File: config.mk
export PLATFORM = sky130hd
export DESIGN_NAME = heater_standby_valve_control_flat
export DESIGN_NICKNAME = d
export VERILOG_FILES = /design/src/rtl/core/hsvc_pkg.sv /design/src/rtl/core/hsvc_in_if.sv /design/src/rtl/core/hsvc_out_if.sv /design/src/rtl/core/heater_standby_valve_control.sv /design/src/rtl/core/hsvc_prep.sv /design/src/rtl/core/hsvc_scale.sv /design/src/rtl/core/hsvc_state.sv /design/src/flat_wrapper.sv
export VERILOG_INCLUDE_DIRS = /design/src /design/src/rtl/core
export SDC_FILE = /design/constraint.sdc
export NUM_CORES = 2
export LEC_CHECK = 0
export BUFFER_PORTS_ARGS = -buffer_cell sky130_fd_sc_hd__buf_4
export CORE_MARGIN = 2
export CORE_UTILIZATION = 59
export DETAILED_ROUTE_END_ITERATION = 8
export PLACE_DENSITY_LB_ADDON = 0.25
export SETUP_SLACK_MARGIN = 0.4
export SYNTH_ARGS = -nofsm -noshare
export SYNTH_HDL_FRONTEND = slang
export SYNTH_SLANG_ARGS = --single-unit
export TNS_END_PERCENT = 100
File: constraint.sdc
create_clock -name clk -period 9.14 [get_ports clk]
set_clock_uncertainty 0.15 [all_clocks]
set_input_delay 0.914 -clock clk [delete_from_list [all_inputs] [get_ports clk]]
set_output_delay 0.914 -clock clk [all_outputs]
set_load 0.1 [all_outputs]
File: src/rtl/core/heater_standby_valve_control_assert.svh
// Assertion macros used by the top-level RTL file.
`ifndef HEATER_STANDBY_VALVE_CONTROL_ASSERT_SVH
`define HEATER_STANDBY_VALVE_CONTROL_ASSERT_SVH
`ifndef SYNTHESIS
`define HSVC_ASSERT_IMP(name, clk_s, rst_s, ante, cons) \
  name: assert property (@(posedge clk_s) disable iff (rst_s) (ante) |-> (cons)) \
    else $error("hsvc assertion failed");
`define HSVC_ASSERT_NEXT(name, clk_s, rst_s, ante, cons) \
  name: assert property (@(posedge clk_s) disable iff (rst_s) (ante) |=> (cons)) \
    else $error("hsvc assertion failed");
`else
`define HSVC_ASSERT_IMP(name, clk_s, rst_s, ante, cons)
`define HSVC_ASSERT_NEXT(name, clk_s, rst_s, ante, cons)
`endif
`endif

File: src/rtl/core/hsvc_pkg.sv
package hsvc_pkg;

  // valve PWM ceiling, legal 100..255
  localparam logic [7:0] PWM_TOP = 8'd255;

  localparam logic [7:0] FLOOR_MIN = 8'd100;
  localparam logic [7:0] FLOOR_MAX = 8'd255;

  // config register indexes
  localparam int unsigned CFG_IDX_W  = 3;
  localparam int unsigned CFG_DATA_W = 16;
  localparam logic [CFG_IDX_W-1:0] CFG_WINTER_MODE    = 3'd0;
  localparam logic [CFG_IDX_W-1:0] CFG_RETURN_TARGET  = 3'd1;
  localparam logic [CFG_IDX_W-1:0] CFG_VALVE_BASE     = 3'd2;
  localparam logic [CFG_IDX_W-1:0] CFG_ANGLE_GAIN     = 3'd3;
  localparam logic [CFG_IDX_W-1:0] CFG_OUTDOOR_LIMIT  = 3'd4;
  localparam logic [CFG_IDX_W-1:0] CFG_HOLDOFF_RELOAD = 3'd5;

  localparam logic FUNC_TICK   = 1'b0;
  localparam logic FUNC_SAMPLE = 1'b1;

  localparam logic [1:0] LAMP_NONE   = 2'd0;
  localparam logic [1:0] LAMP_STEADY = 2'd1;
  localparam logic [1:0] LAMP_BLINK  = 2'd2;

  // error bands on target - return
  localparam logic signed [16:0] HEAT_BAND      = 17'sd200;
  localparam logic signed [16:0] BLINK_BAND     = 17'sd500;
  localparam logic signed [16:0] COOL_BAND      = 17'sd250;
  localparam logic signed [16:0] COOL_STEP_BAND = 17'sd500;

  // x/1000 as (x*M)>>28, exact for x < 2^18
  localparam logic [18:0] DIV1000_MUL   = 19'd268436;
  localparam int unsigned DIV1000_SHIFT = 28;
  // product at or above this gives a floor of 255 regardless of base
  localparam logic [31:0] FLOOR_SAT_PRODUCT = 32'd255000;

  // x/100 as (x*M)>>24, exact for x <= 2^16
  localparam logic [17:0] DIV100_MUL   = 18'd167773;
  localparam int unsigned DIV100_SHIFT = 24;

  typedef struct packed {
    logic              winter_mode;
    logic signed [15:0] return_target;
    logic [7:0]        valve_base;
    logic [15:0]       angle_gain;
    logic signed [15:0] outdoor_limit;
    logic [15:0]       holdoff_reload;
  } cfg_t;

  typedef struct packed {
    logic              func;
    logic signed [15:0] outdoor_temp;
    logic signed [15:0] return_temp;
    logic signed [15:0] supply_temp;
  } in_item_t;

  typedef struct packed {
    logic        heat_req;
    logic        heat_big;
    logic        cool_req;
    logic        cool_big;
    logic        supply_ok;
  } band_t;

  typedef struct packed {
    logic              func;
    logic              below_limit;
    logic [31:0]       product;
    logic signed [16:0] diff;
    band_t             band;
  } prep_t;

  typedef struct packed {
    logic              func;
    logic              below_limit;
    logic              floor_sat;
    logic [7:0]        quot;
    logic signed [10:0] err;
    band_t             band;
  } scale_t;

  typedef struct packed {
    logic [7:0] valve_opening;
    logic [7:0] valve_floor;
    logic       pump_on;
    logic [1:0] lamp_mode;
  } result_t;

endpackage

File: src/rtl/core/hsvc_in_if.sv
interface hsvc_in_if;
  logic              valid;
  logic              ready;
  logic              func;
  logic signed [15:0] outdoor_temp;
  logic signed [15:0] return_temp;
  logic signed [15:0] supply_temp;

  modport source (output valid, func, outdoor_temp, return_temp, supply_temp, input ready);
  modport sink (input valid, func, outdoor_temp, return_temp, supply_temp, output ready);
endinterface

File: src/rtl/core/hsvc_out_if.sv
interface hsvc_out_if;
  logic       valid;
  logic       ready;
  logic [7:0] valve_opening;
  logic [7:0] valve_floor;
  logic       pump_on;
  logic [1:0] lamp_mode;

  modport source (output valid, valve_opening, valve_floor, pump_on, lamp_mode, input ready);
  modport sink (input valid, valve_opening, valve_floor, pump_on, lamp_mode, output ready);
endinterface

File: src/rtl/core/heater_standby_valve_control.sv
// Pipeline: input register, product, constant divides, state update + result
//   register. Throughput: one item per cycle while the output is not stalled;
//   the valve/floor/pump/hold-off loop closes in the single state-update stage,
//   so back-to-back items never wait on each other.
// Reset (rst, synchronous): valve, floor, pump, hold-off timer and all config
//   registers go to zero; the pipeline empties.
`include "heater_standby_valve_control_assert.svh"

module heater_standby_valve_control (
  input  logic                               clk,
  input  logic                               rst,
  input  logic                               cfg_we,
  input  logic [hsvc_pkg::CFG_IDX_W-1:0]     cfg_index,
  input  logic [hsvc_pkg::CFG_DATA_W-1:0]    cfg_data,
  hsvc_in_if.sink                            in_ch,
  hsvc_out_if.source                         out_ch
);

  // Config registers. The user must write them only while the block is idle (not
  // enforced by the block); pipeline stages read them live without a shadow copy.
  hsvc_pkg::cfg_t cfg;

  always_ff @(posedge clk) begin
    if (rst) begin
      cfg <= '0;
    end else if (cfg_we) begin
      unique case (cfg_index)
        hsvc_pkg::CFG_WINTER_MODE:    cfg.winter_mode    <= cfg_data[0];
        hsvc_pkg::CFG_RETURN_TARGET:  cfg.return_target  <= $signed(cfg_data);
        hsvc_pkg::CFG_VALVE_BASE:     cfg.valve_base     <= cfg_data[7:0];
        hsvc_pkg::CFG_ANGLE_GAIN:     cfg.angle_gain     <= cfg_data;
        hsvc_pkg::CFG_OUTDOOR_LIMIT:  cfg.outdoor_limit  <= $signed(cfg_data);
        hsvc_pkg::CFG_HOLDOFF_RELOAD: cfg.holdoff_reload <= cfg_data;
        default: begin
          // unmapped index: write dropped
        end
      endcase
    end
  end

  // Input item from the channel.
  hsvc_pkg::in_item_t in_item;

  assign in_item.func         = in_ch.func;
  assign in_item.outdoor_temp = in_ch.outdoor_temp;
  assign in_item.return_temp  = in_ch.return_temp;
  assign in_item.supply_temp  = in_ch.supply_temp;

  // Stage 1-2: input register, then deficit*gain and the error band flags.
  logic            prep_valid;
  logic            prep_ready;
  hsvc_pkg::prep_t prep_data;

  hsvc_prep u_prep (
    .clk       (clk),
    .rst       (rst),
    .cfg       (cfg),
    .in_valid  (in_ch.valid),
    .in_ready  (in_ch.ready),
    .in_data   (in_item),
    .out_valid (prep_valid),
    .out_ready (prep_ready),
    .out_data  (prep_data)
  );

  // Stage 3: reciprocal multiplies for /1000 (floor) and /100 (error).
  logic             scale_valid;
  logic             scale_ready;
  hsvc_pkg::scale_t scale_data;

  hsvc_scale u_scale (
    .clk       (clk),
    .rst       (rst),
    .in_valid  (prep_valid),
    .in_ready  (prep_ready),
    .in_data   (prep_data),
    .out_valid (scale_valid),
    .out_ready (scale_ready),
    .out_data  (scale_data)
  );

  // Stage 4: heat / cool / hold decisions against the live state, result
  // register. The result register also acts as the output buffer: a new item
  // is taken in the same cycle the waiting one leaves.
  hsvc_pkg::result_t result;

  hsvc_state u_state (
    .clk       (clk),
    .rst       (rst),
    .cfg       (cfg),
    .in_valid  (scale_valid),
    .in_ready  (scale_ready),
    .in_data   (scale_data),
    .out_valid (out_ch.valid),
    .out_ready (out_ch.ready),
    .out_data  (result)
  );

  assign out_ch.valve_opening = result.valve_opening;
  assign out_ch.valve_floor   = result.valve_floor;
  assign out_ch.pump_on       = result.pump_on;
  assign out_ch.lamp_mode     = result.lamp_mode;

  // Floor is either its reset value or saturated into 100..255.
  `HSVC_ASSERT_IMP(a_floor_range, clk, rst, out_ch.valid,
    (out_ch.valve_floor == 8'd0 || out_ch.valve_floor >= hsvc_pkg::FLOOR_MIN))
  // Any lamp command comes only from a winter-mode sample.
  `HSVC_ASSERT_IMP(a_lamp_winter, clk, rst,
    out_ch.valid && out_ch.lamp_mode != hsvc_pkg::LAMP_NONE, cfg.winter_mode)
  // Taken result with nothing behind it leaves the output empty.
  `HSVC_ASSERT_NEXT(a_out_drain, clk, rst,
    out_ch.valid && out_ch.ready && !scale_valid, !out_ch.valid)

endmodule

File: src/rtl/core/hsvc_prep.sv
// Input register, then deficit product, error and band flags.
module hsvc_prep (
  input  logic              clk,
  input  logic              rst,
  input  hsvc_pkg::cfg_t    cfg,
  input  logic              in_valid,
  output logic              in_ready,
  input  hsvc_pkg::in_item_t in_data,
  output logic              out_valid,
  input  logic              out_ready,
  output hsvc_pkg::prep_t   out_data
);

  logic              v1;
  hsvc_pkg::in_item_t r1;
  logic              take1;
  logic              ready2;
  logic              take2;
  logic signed [16:0] deficit;
  logic signed [16:0] diff;
  hsvc_pkg::prep_t   prep_next;

  assign ready2   = !out_valid || out_ready;
  assign take2    = v1 && ready2;
  assign in_ready = !v1 || take2;
  assign take1    = in_valid && in_ready;

  always_comb begin
    deficit = $signed({cfg.outdoor_limit[15], cfg.outdoor_limit})
            - $signed({r1.outdoor_temp[15], r1.outdoor_temp});
    diff    = $signed({cfg.return_target[15], cfg.return_target})
            - $signed({r1.return_temp[15], r1.return_temp});
    prep_next.func            = r1.func;
    prep_next.below_limit     = deficit > 17'sd0;
    prep_next.product         = 32'(deficit[15:0]) * 32'(cfg.angle_gain);
    prep_next.diff            = diff;
    prep_next.band.heat_req   = diff >= hsvc_pkg::HEAT_BAND;
    prep_next.band.heat_big   = diff > hsvc_pkg::BLINK_BAND;
    prep_next.band.cool_req   = diff < -hsvc_pkg::COOL_BAND;
    prep_next.band.cool_big   = diff <= -hsvc_pkg::COOL_STEP_BAND;
    prep_next.band.supply_ok  = r1.supply_temp >= cfg.return_target;
  end

  always_ff @(posedge clk) begin
    if (rst) begin
      v1        <= 1'b0;
      out_valid <= 1'b0;
    end else begin
      if (take1) begin
        v1 <= 1'b1;
      end else if (take2) begin
        v1 <= 1'b0;
      end
      if (take2) begin
        out_valid <= 1'b1;
      end else if (out_ready) begin
        out_valid <= 1'b0;
      end
    end
  end

  always_ff @(posedge clk) begin
    if (take1) begin
      r1 <= in_data;
    end
    if (take2) begin
      out_data <= prep_next;
    end
  end

endmodule

File: src/rtl/core/hsvc_scale.sv
// Constant divides: product/1000 for the floor, diff/100 for the error.
module hsvc_scale (
  input  logic             clk,
  input  logic             rst,
  input  logic             in_valid,
  output logic             in_ready,
  input  hsvc_pkg::prep_t  in_data,
  output logic             out_valid,
  input  logic             out_ready,
  output hsvc_pkg::scale_t out_data
);

  logic             take;
  logic [36:0]      quot_prod;
  logic [16:0]      mag;
  logic [34:0]      err_prod;
  logic [9:0]       err_mag;
  hsvc_pkg::scale_t scale_next;

  assign in_ready = !out_valid || out_ready;
  assign take     = in_valid && in_ready;

  always_comb begin
    quot_prod = 37'(in_data.product[17:0]) * 37'(hsvc_pkg::DIV1000_MUL);
    mag       = in_data.diff[16] ? $unsigned(-in_data.diff) : $unsigned(in_data.diff);
    err_prod  = 35'(mag) * 35'(hsvc_pkg::DIV100_MUL);
    err_mag   = err_prod[hsvc_pkg::DIV100_SHIFT+9:hsvc_pkg::DIV100_SHIFT];
    scale_next.func        = in_data.func;
    scale_next.below_limit = in_data.below_limit;
    scale_next.floor_sat   = in_data.product >= hsvc_pkg::FLOOR_SAT_PRODUCT;
    scale_next.quot        = quot_prod[hsvc_pkg::DIV1000_SHIFT+7:hsvc_pkg::DIV1000_SHIFT];
    // truncate toward zero: divide the magnitude, then restore the sign
    scale_next.err         = in_data.diff[16] ? -$signed({1'b0, err_mag})
                                              : $signed({1'b0, err_mag});
    scale_next.band        = in_data.band;
  end

  always_ff @(posedge clk) begin
    if (rst) begin
      out_valid <= 1'b0;
    end else if (take) begin
      out_valid <= 1'b1;
    end else if (out_ready) begin
      out_valid <= 1'b0;
    end
  end

  always_ff @(posedge clk) begin
    if (take) begin
      out_data <= scale_next;
    end
  end

endmodule

File: src/rtl/core/hsvc_state.sv
// Regulator state update and result register.
module hsvc_state (
  input  logic              clk,
  input  logic              rst,
  input  hsvc_pkg::cfg_t    cfg,
  input  logic              in_valid,
  output logic              in_ready,
  input  hsvc_pkg::scale_t  in_data,
  output logic              out_valid,
  input  logic              out_ready,
  output hsvc_pkg::result_t out_data
);

  logic        take;
  logic [7:0]  valve;
  logic [7:0]  valve_next;
  logic [7:0]  floor_q;
  logic [7:0]  floor_next;
  logic        pump;
  logic        pump_next;
  logic [15:0] holdoff;
  logic [15:0] holdoff_next;
  logic [1:0]  lamp;
  logic [8:0]  floor_sum;
  logic [7:0]  floor_cand;
  logic signed [11:0] vsum;

  function automatic logic [7:0] clamp_valve(input logic signed [11:0] x,
                                             input logic [7:0] fl);
    logic signed [11:0] y;
    y = x;
    if (y < $signed({4'b0000, fl})) y = $signed({4'b0000, fl});
    if (y > $signed({4'b0000, hsvc_pkg::PWM_TOP})) y = $signed({4'b0000, hsvc_pkg::PWM_TOP});
    if (y < 12'sd0) y = 12'sd0;
    if (y > 12'sd255) y = 12'sd255;
    return y[7:0];
  endfunction

  assign in_ready = !out_valid || out_ready;
  assign take     = in_valid && in_ready;

  always_comb begin
    floor_sum  = {1'b0, cfg.valve_base} + {1'b0, in_data.quot};
    if (in_data.floor_sat || floor_sum[8]) begin
      floor_cand = hsvc_pkg::FLOOR_MAX;
    end else if (floor_sum[7:0] < hsvc_pkg::FLOOR_MIN) begin
      floor_cand = hsvc_pkg::FLOOR_MIN;
    end else begin
      floor_cand = floor_sum[7:0];
    end

    valve_next   = valve;
    floor_next   = floor_q;
    pump_next    = pump;
    holdoff_next = holdoff;
    lamp         = hsvc_pkg::LAMP_NONE;
    vsum         = 12'sd0;

    if (in_data.func == hsvc_pkg::FUNC_TICK) begin
      if (holdoff != 16'd0) begin
        holdoff_next = holdoff - 16'd1;
      end
    end else if (cfg.winter_mode) begin
      if (in_data.below_limit) begin
        floor_next = floor_cand;
      end
      // heating
      if (in_data.band.heat_req && holdoff_next == 16'd0) begin
        holdoff_next = cfg.holdoff_reload;
        vsum = $signed({4'b0000, valve_next}) + $signed({in_data.err[10], in_data.err});
        if (vsum < 12'sd0) vsum = 12'sd0;
        valve_next = clamp_valve(vsum, floor_next);
        if (in_data.band.heat_big) begin
          pump_next = 1'b1;
          lamp      = hsvc_pkg::LAMP_BLINK;
        end else begin
          pump_next = 1'b0;
          lamp      = hsvc_pkg::LAMP_STEADY;
        end
      end
      // cooling
      if (in_data.band.cool_req && holdoff_next == 16'd0) begin
        holdoff_next = cfg.holdoff_reload;
        valve_next   = clamp_valve($signed({4'b0000, valve_next}), floor_next);
        if (pump_next) begin
          pump_next = 1'b0;
          lamp      = hsvc_pkg::LAMP_STEADY;
        end
        if (in_data.band.cool_big) begin
          vsum = $signed({4'b0000, valve_next}) + $signed({in_data.err[10], in_data.err});
          if (vsum < 12'sd0) vsum = 12'sd0;
          if (vsum > 12'sd255) vsum = 12'sd255;
          valve_next = vsum[7:0];
        end
      end
      // hold
      if (holdoff_next == 16'd0) begin
        holdoff_next = cfg.holdoff_reload;
        if (in_data.band.supply_ok) begin
          pump_next = 1'b0;
        end
      end
    end
  end

  always_ff @(posedge clk) begin
    if (rst) begin
      valve     <= 8'd0;
      floor_q   <= 8'd0;
      pump      <= 1'b0;
      holdoff   <= 16'd0;
      out_valid <= 1'b0;
    end else begin
      if (take) begin
        valve     <= valve_next;
        floor_q   <= floor_next;
        pump      <= pump_next;
        holdoff   <= holdoff_next;
        out_valid <= 1'b1;
      end else if (out_ready) begin
        out_valid <= 1'b0;
      end
    end
  end

  always_ff @(posedge clk) begin
    if (take) begin
      out_data.valve_opening <= valve_next;
      out_data.valve_floor   <= floor_next;
      out_data.pump_on       <= pump_next;
      out_data.lamp_mode     <= lamp;
    end
  end

endmodule

File: src/flat_wrapper.sv
// flat-port wrapper written by rule: the top's interface ports become plain ports
module heater_standby_valve_control_flat 
  (clk, rst, cfg_we, cfg_index, cfg_data, in_ch_valid, in_ch_func, in_ch_outdoor_temp, in_ch_return_temp, in_ch_supply_temp, in_ch_ready, out_ch_valid, out_ch_valve_opening, out_ch_valve_floor, out_ch_pump_on, out_ch_lamp_mode, out_ch_ready);
  hsvc_in_if in_ch_i ();
  hsvc_out_if out_ch_i ();
  input  logic clk;
  input  logic rst;
  input  logic cfg_we;
  input  logic [hsvc_pkg::CFG_IDX_W-1:0] cfg_index;
  input  logic [hsvc_pkg::CFG_DATA_W-1:0] cfg_data;
  input wire logic [$bits(in_ch_i.valid)-1:0] in_ch_valid;
  input wire logic [$bits(in_ch_i.func)-1:0] in_ch_func;
  input wire logic [$bits(in_ch_i.outdoor_temp)-1:0] in_ch_outdoor_temp;
  input wire logic [$bits(in_ch_i.return_temp)-1:0] in_ch_return_temp;
  input wire logic [$bits(in_ch_i.supply_temp)-1:0] in_ch_supply_temp;
  output wire logic [$bits(in_ch_i.ready)-1:0] in_ch_ready;
  output wire logic [$bits(out_ch_i.valid)-1:0] out_ch_valid;
  output wire logic [$bits(out_ch_i.valve_opening)-1:0] out_ch_valve_opening;
  output wire logic [$bits(out_ch_i.valve_floor)-1:0] out_ch_valve_floor;
  output wire logic [$bits(out_ch_i.pump_on)-1:0] out_ch_pump_on;
  output wire logic [$bits(out_ch_i.lamp_mode)-1:0] out_ch_lamp_mode;
  input wire logic [$bits(out_ch_i.ready)-1:0] out_ch_ready;
  assign in_ch_i.valid = in_ch_valid;
  assign in_ch_i.func = in_ch_func;
  assign in_ch_i.outdoor_temp = in_ch_outdoor_temp;
  assign in_ch_i.return_temp = in_ch_return_temp;
  assign in_ch_i.supply_temp = in_ch_supply_temp;
  assign in_ch_ready = in_ch_i.ready;
  assign out_ch_valid = out_ch_i.valid;
  assign out_ch_valve_opening = out_ch_i.valve_opening;
  assign out_ch_valve_floor = out_ch_i.valve_floor;
  assign out_ch_pump_on = out_ch_i.pump_on;
  assign out_ch_lamp_mode = out_ch_i.lamp_mode;
  assign out_ch_i.ready = out_ch_ready;
  heater_standby_valve_control u_core (.clk(clk), .rst(rst), .cfg_we(cfg_we), .cfg_index(cfg_index), .cfg_data(cfg_data), .in_ch(in_ch_i), .out_ch(out_ch_i));
endmodule
==> flow_metrics.py <==
metrics = {
    "clocking": {
        "htreeDepth": 1,
        "clkTransAtPathRegs_ns": 0.06,
        "insertion_delay_ns": 0.58,
        "tritoncts": "done",
        "cts_buffer_depth": 3,
        "cts_buffers": 30,
        "cts.sink_count": 261,
        "clockRootBuffer": "clkbuf_16",
    },
    "yosys": {
        "synth-xor-area-share_pct": 2.87,
        "synth_top_family_by_area": "adder cells",
        "synth_compound_area_share_pct": 10.8,
        "netlist_area_mm2": 0.0311,
        "synth-edff-count": 151,
        "synthDominantCellAreaShare_pct": 22.8,
        "synth-simple-area-share_pct": 12.9,
        "ys_ff_latch": 261,
        "ys.flop_type": "edfxtp_1",
        "syn-instance-count": 3324,
        "synth_nets": 4238,
        "ys_warn_count": 0,
        "async_reset_ff_share_pct": 0,
        "syn_area_per_cell_um2": 9.36,
        "synth_fa_ha_area_share_pct": 42.4,
        "ys_seq_area_share_pct": 21.6,
        "synthTopCellsByArea": "fa_1 23%, ha_1 20%, edfxtp_1 15%",
        "ys_types": 84,
        "synth_area_leader_cell": "fa_1",
        "synth.area.mux_share_pct": 0.877,
    },
    "drt": {
        "drt_iter0_markers": 1511,
        "drcViolationCount": 0,
        "detail-route-antenna-nets": 0,
        "wirelength_um": 80000,
        "wl_per_cell_um": 19.0,
        "post_drt_via_cell_ratio": 5.70,
        "vias": 23954,
        "dr.pass1.iters": 6,
    },
    "layout": {
        "fin_cells": 4199,
        "layout_commonest_cell": "inv_1",
        "drive_gt1_share_pct": 12.6,
        "seq_area_mm2": 0.00674,
        "final_cell_mix": "605 x inv_1, 467 x ha_1, 404 x nand2_1, 350 x fa_1, 208 x buf_4",
        "nFillCells": 4057,
        "final_nets": 4401,
        "antennaDiodeCount": 0,
        "multi_input_area_mm2": 0.0228,
        "syn2layout_area_growth_pct": 13.7,
    },
    "job": {
        "drv_cap": 0,
    },
    "power": {
        "ir_drop_v": 0.000531,
        "power_w": 0.0112,
        "powerDensity_mw_per_mm2": 316,
        "p_leak_nw": 16.8,
    },
    "sta": {
        "final-setup-viol-count": 0,
        "fin_crit_sh_pct": 97.6,
        "maxSlewViolCount": 0,
        "timing.fmax_mhz": 112,
        "min_period_ns": 8.92,
        "setup_tns_ns": 0,
        "setup_slack_ns": 0.220,
        "finalHoldViolations": 0,
        "tightest_slew_ns": 1.19,
        "relSlewSlack_pct": 20.4,
        "rsz0062_at_grt": "true",
    },
    "global_route": {
        "track_usage_pct": 29.6,
        "antenna_found_initial": 3,
        "grt_pass1_wl_um": 127000,
        "overflow": 0,
        "grt_max_degree": 111,
        "grt_pass1_vias": 24966,
    },
    "worst_setup_path": {
        "path_buf_inv": 6,
        "critPathLaunchType": "flip-flop",
        "worst_ep_required_time_ns": 9.31,
        "slowest_stage": "fa_1",
        "cpMostUsedCell": "fa_1",
        "reg2reg_slack_ns": 0.22,
        "cp_slowest_stage_delay_ns": 0.58,
        "arrival_ns": 9.09,
        "critical_path_class": "flip-flop to flip-flop",
        "critical-path-top-delay-family": "adder cells",
        "endpoint_kind": "flip-flop",
        "critPathMaxFanout": 5,
    },
    "die": {
        "die_area_mm2": 0.0546,
        "coreArea_mm2": 0.0523,
        "num_rows": 84,
        "die_h_um": 234,
        "io_pins": 94,
        "initial_core_util_pct": 59.5,
        "fp.dieW_um": 234,
    },
    "place": {
        "place_inst": 4077,
        "hpwl_um": 62900,
        "place.gp.congestion": 0.985,
        "numPortBuffers": 93,
        "dpl_worst_slack_ns": -0.0581,
    },
    "outcome": {
        "status": "completed",
    },
    "hold_path": {
        "hold_class": "flip-flop to flip-flop",
    },
}
[repair_timing]
| item | CTS | global route |
|---|---|---|
| hold buffers | 0 | 0 |
| endpoints found under the setup margin | 25 | 33 |
| pin swaps | 27 | 100 |
| setup buffers | 36 | 30 |
| gates resized for setup | 67 | 117 |
[per-stage QoR]
stage               util [%]  hold WS [ns]  instance area (um^2)
CTS                     66.0         0.270                 34500
global route            67.6         0.279                 35400
floorplan                  -         0.250                 31200
detailed placement      63.0         0.261                 33000
global placement        63.0         0.257                 33000
finish                  67.6         0.271                 35400
[report_power, final]
group / internal, W / switching (W)
Clock: 0.000717 / 0.000500
Sequential: 0.00142 / 0.0000792
Combinational: 0.00383 / 0.00465
[final cells by class]
type / instances / area share [%]
clock buffer: 46 / 2.70
clock inverter: 10 / 0.145
timing repair buffer: 221 / 4.88
sequential: 261 / 19.0
multi-input combinational: 2361 / 64.3
inverter: 612 / 6.49
tap: 688 / 2.43
[flip-flops by register name (all words and copies together), names as in the netlist]
signal                    count
u_core.u_state.floor_q        8
u_core.cfg                   73
u_core.u_scale.out_data      27
u_core.u_state.out_valid      1
u_core.u_prep.v1              1
u_core.u_scale.out_valid      1
u_core.u_state.valve          8
u_core.u_state.pump           1
u_core.u_prep.prep_next       1
u_core.u_state.holdoff       16
u_core.u_state.out_data      19
u_core.u_prep.out_data       56
u_core.u_prep.r1             48
u_core.u_prep.out_valid       1
[cell families (layout without fill, tap and decap cells)]
logic type / after synthesis / count (layout)
muxes: 27 / 27
AOI/OAI and AO/OA: 527 / 527
and+or+nand+nor: 865 / 865
DFF: 261 / 261
buffers and inverters: 702 / 889
adders and majority gates: 841 / 841
xor gates and xnor gates: 101 / 101
[metal layers]
layer / track usage (%) / share of wire, % / up-vias / routed length [um]
met1: 36.8 / 40 / 11816 / 32100
met4: 11.7 / 4.6 / 2 / 3660
met5: 0 / 0.016 / - / 13
met2: 52.9 / 50 / 679 / 40300
li1: - / - / 11251 / -
met3: 2.99 / 4.9 / 206 / 3910
[worst paths after layout]
kind | start | endpoint | depth (start not counted)
worst max-delay path | u_core.u_prep.out_data[5] | u_core.u_scale.out_data[13] | 30
worst min-delay path | u_core.u_prep.out_data[55] | u_core.u_scale.out_data[26] | 0
worst max register to register | u_core.u_prep.out_data[5] | u_core.u_scale.out_data[13] | 30
worst min register to register | u_core.u_prep.out_data[55] | u_core.u_scale.out_data[26] | 0
[synthesized netlist by cell type (all sizes together) (4+ instances only)]
cell,count
and2,88
ha,486
inv,611
nor4,12
fa,355
dfxtp,110
a21oi,189
mux2i,25
clkbuf,82
a31oi,14
xnor2,71
a31o,8
a22oi,7
o21ai,102
nor2,126
a221oi,6
o211ai,9
nor3b,4
nand4,13
and3,11
o31ai,12
o21a,27
or4,7
a21boi,7
o41ai,5
nand3,43
nand2b,23
a2bb2oi,4
a2111oi,4
or3,18
a21o,42
edfxtp,151
or2,9
o31a,12
o22ai,8
nor3,41
o21bai,9
a211oi,25
xor2,30
nand2,409
buf,8
a211o,6
nor2b,48
Note: power is estimated with default switching activity, not from simulation.
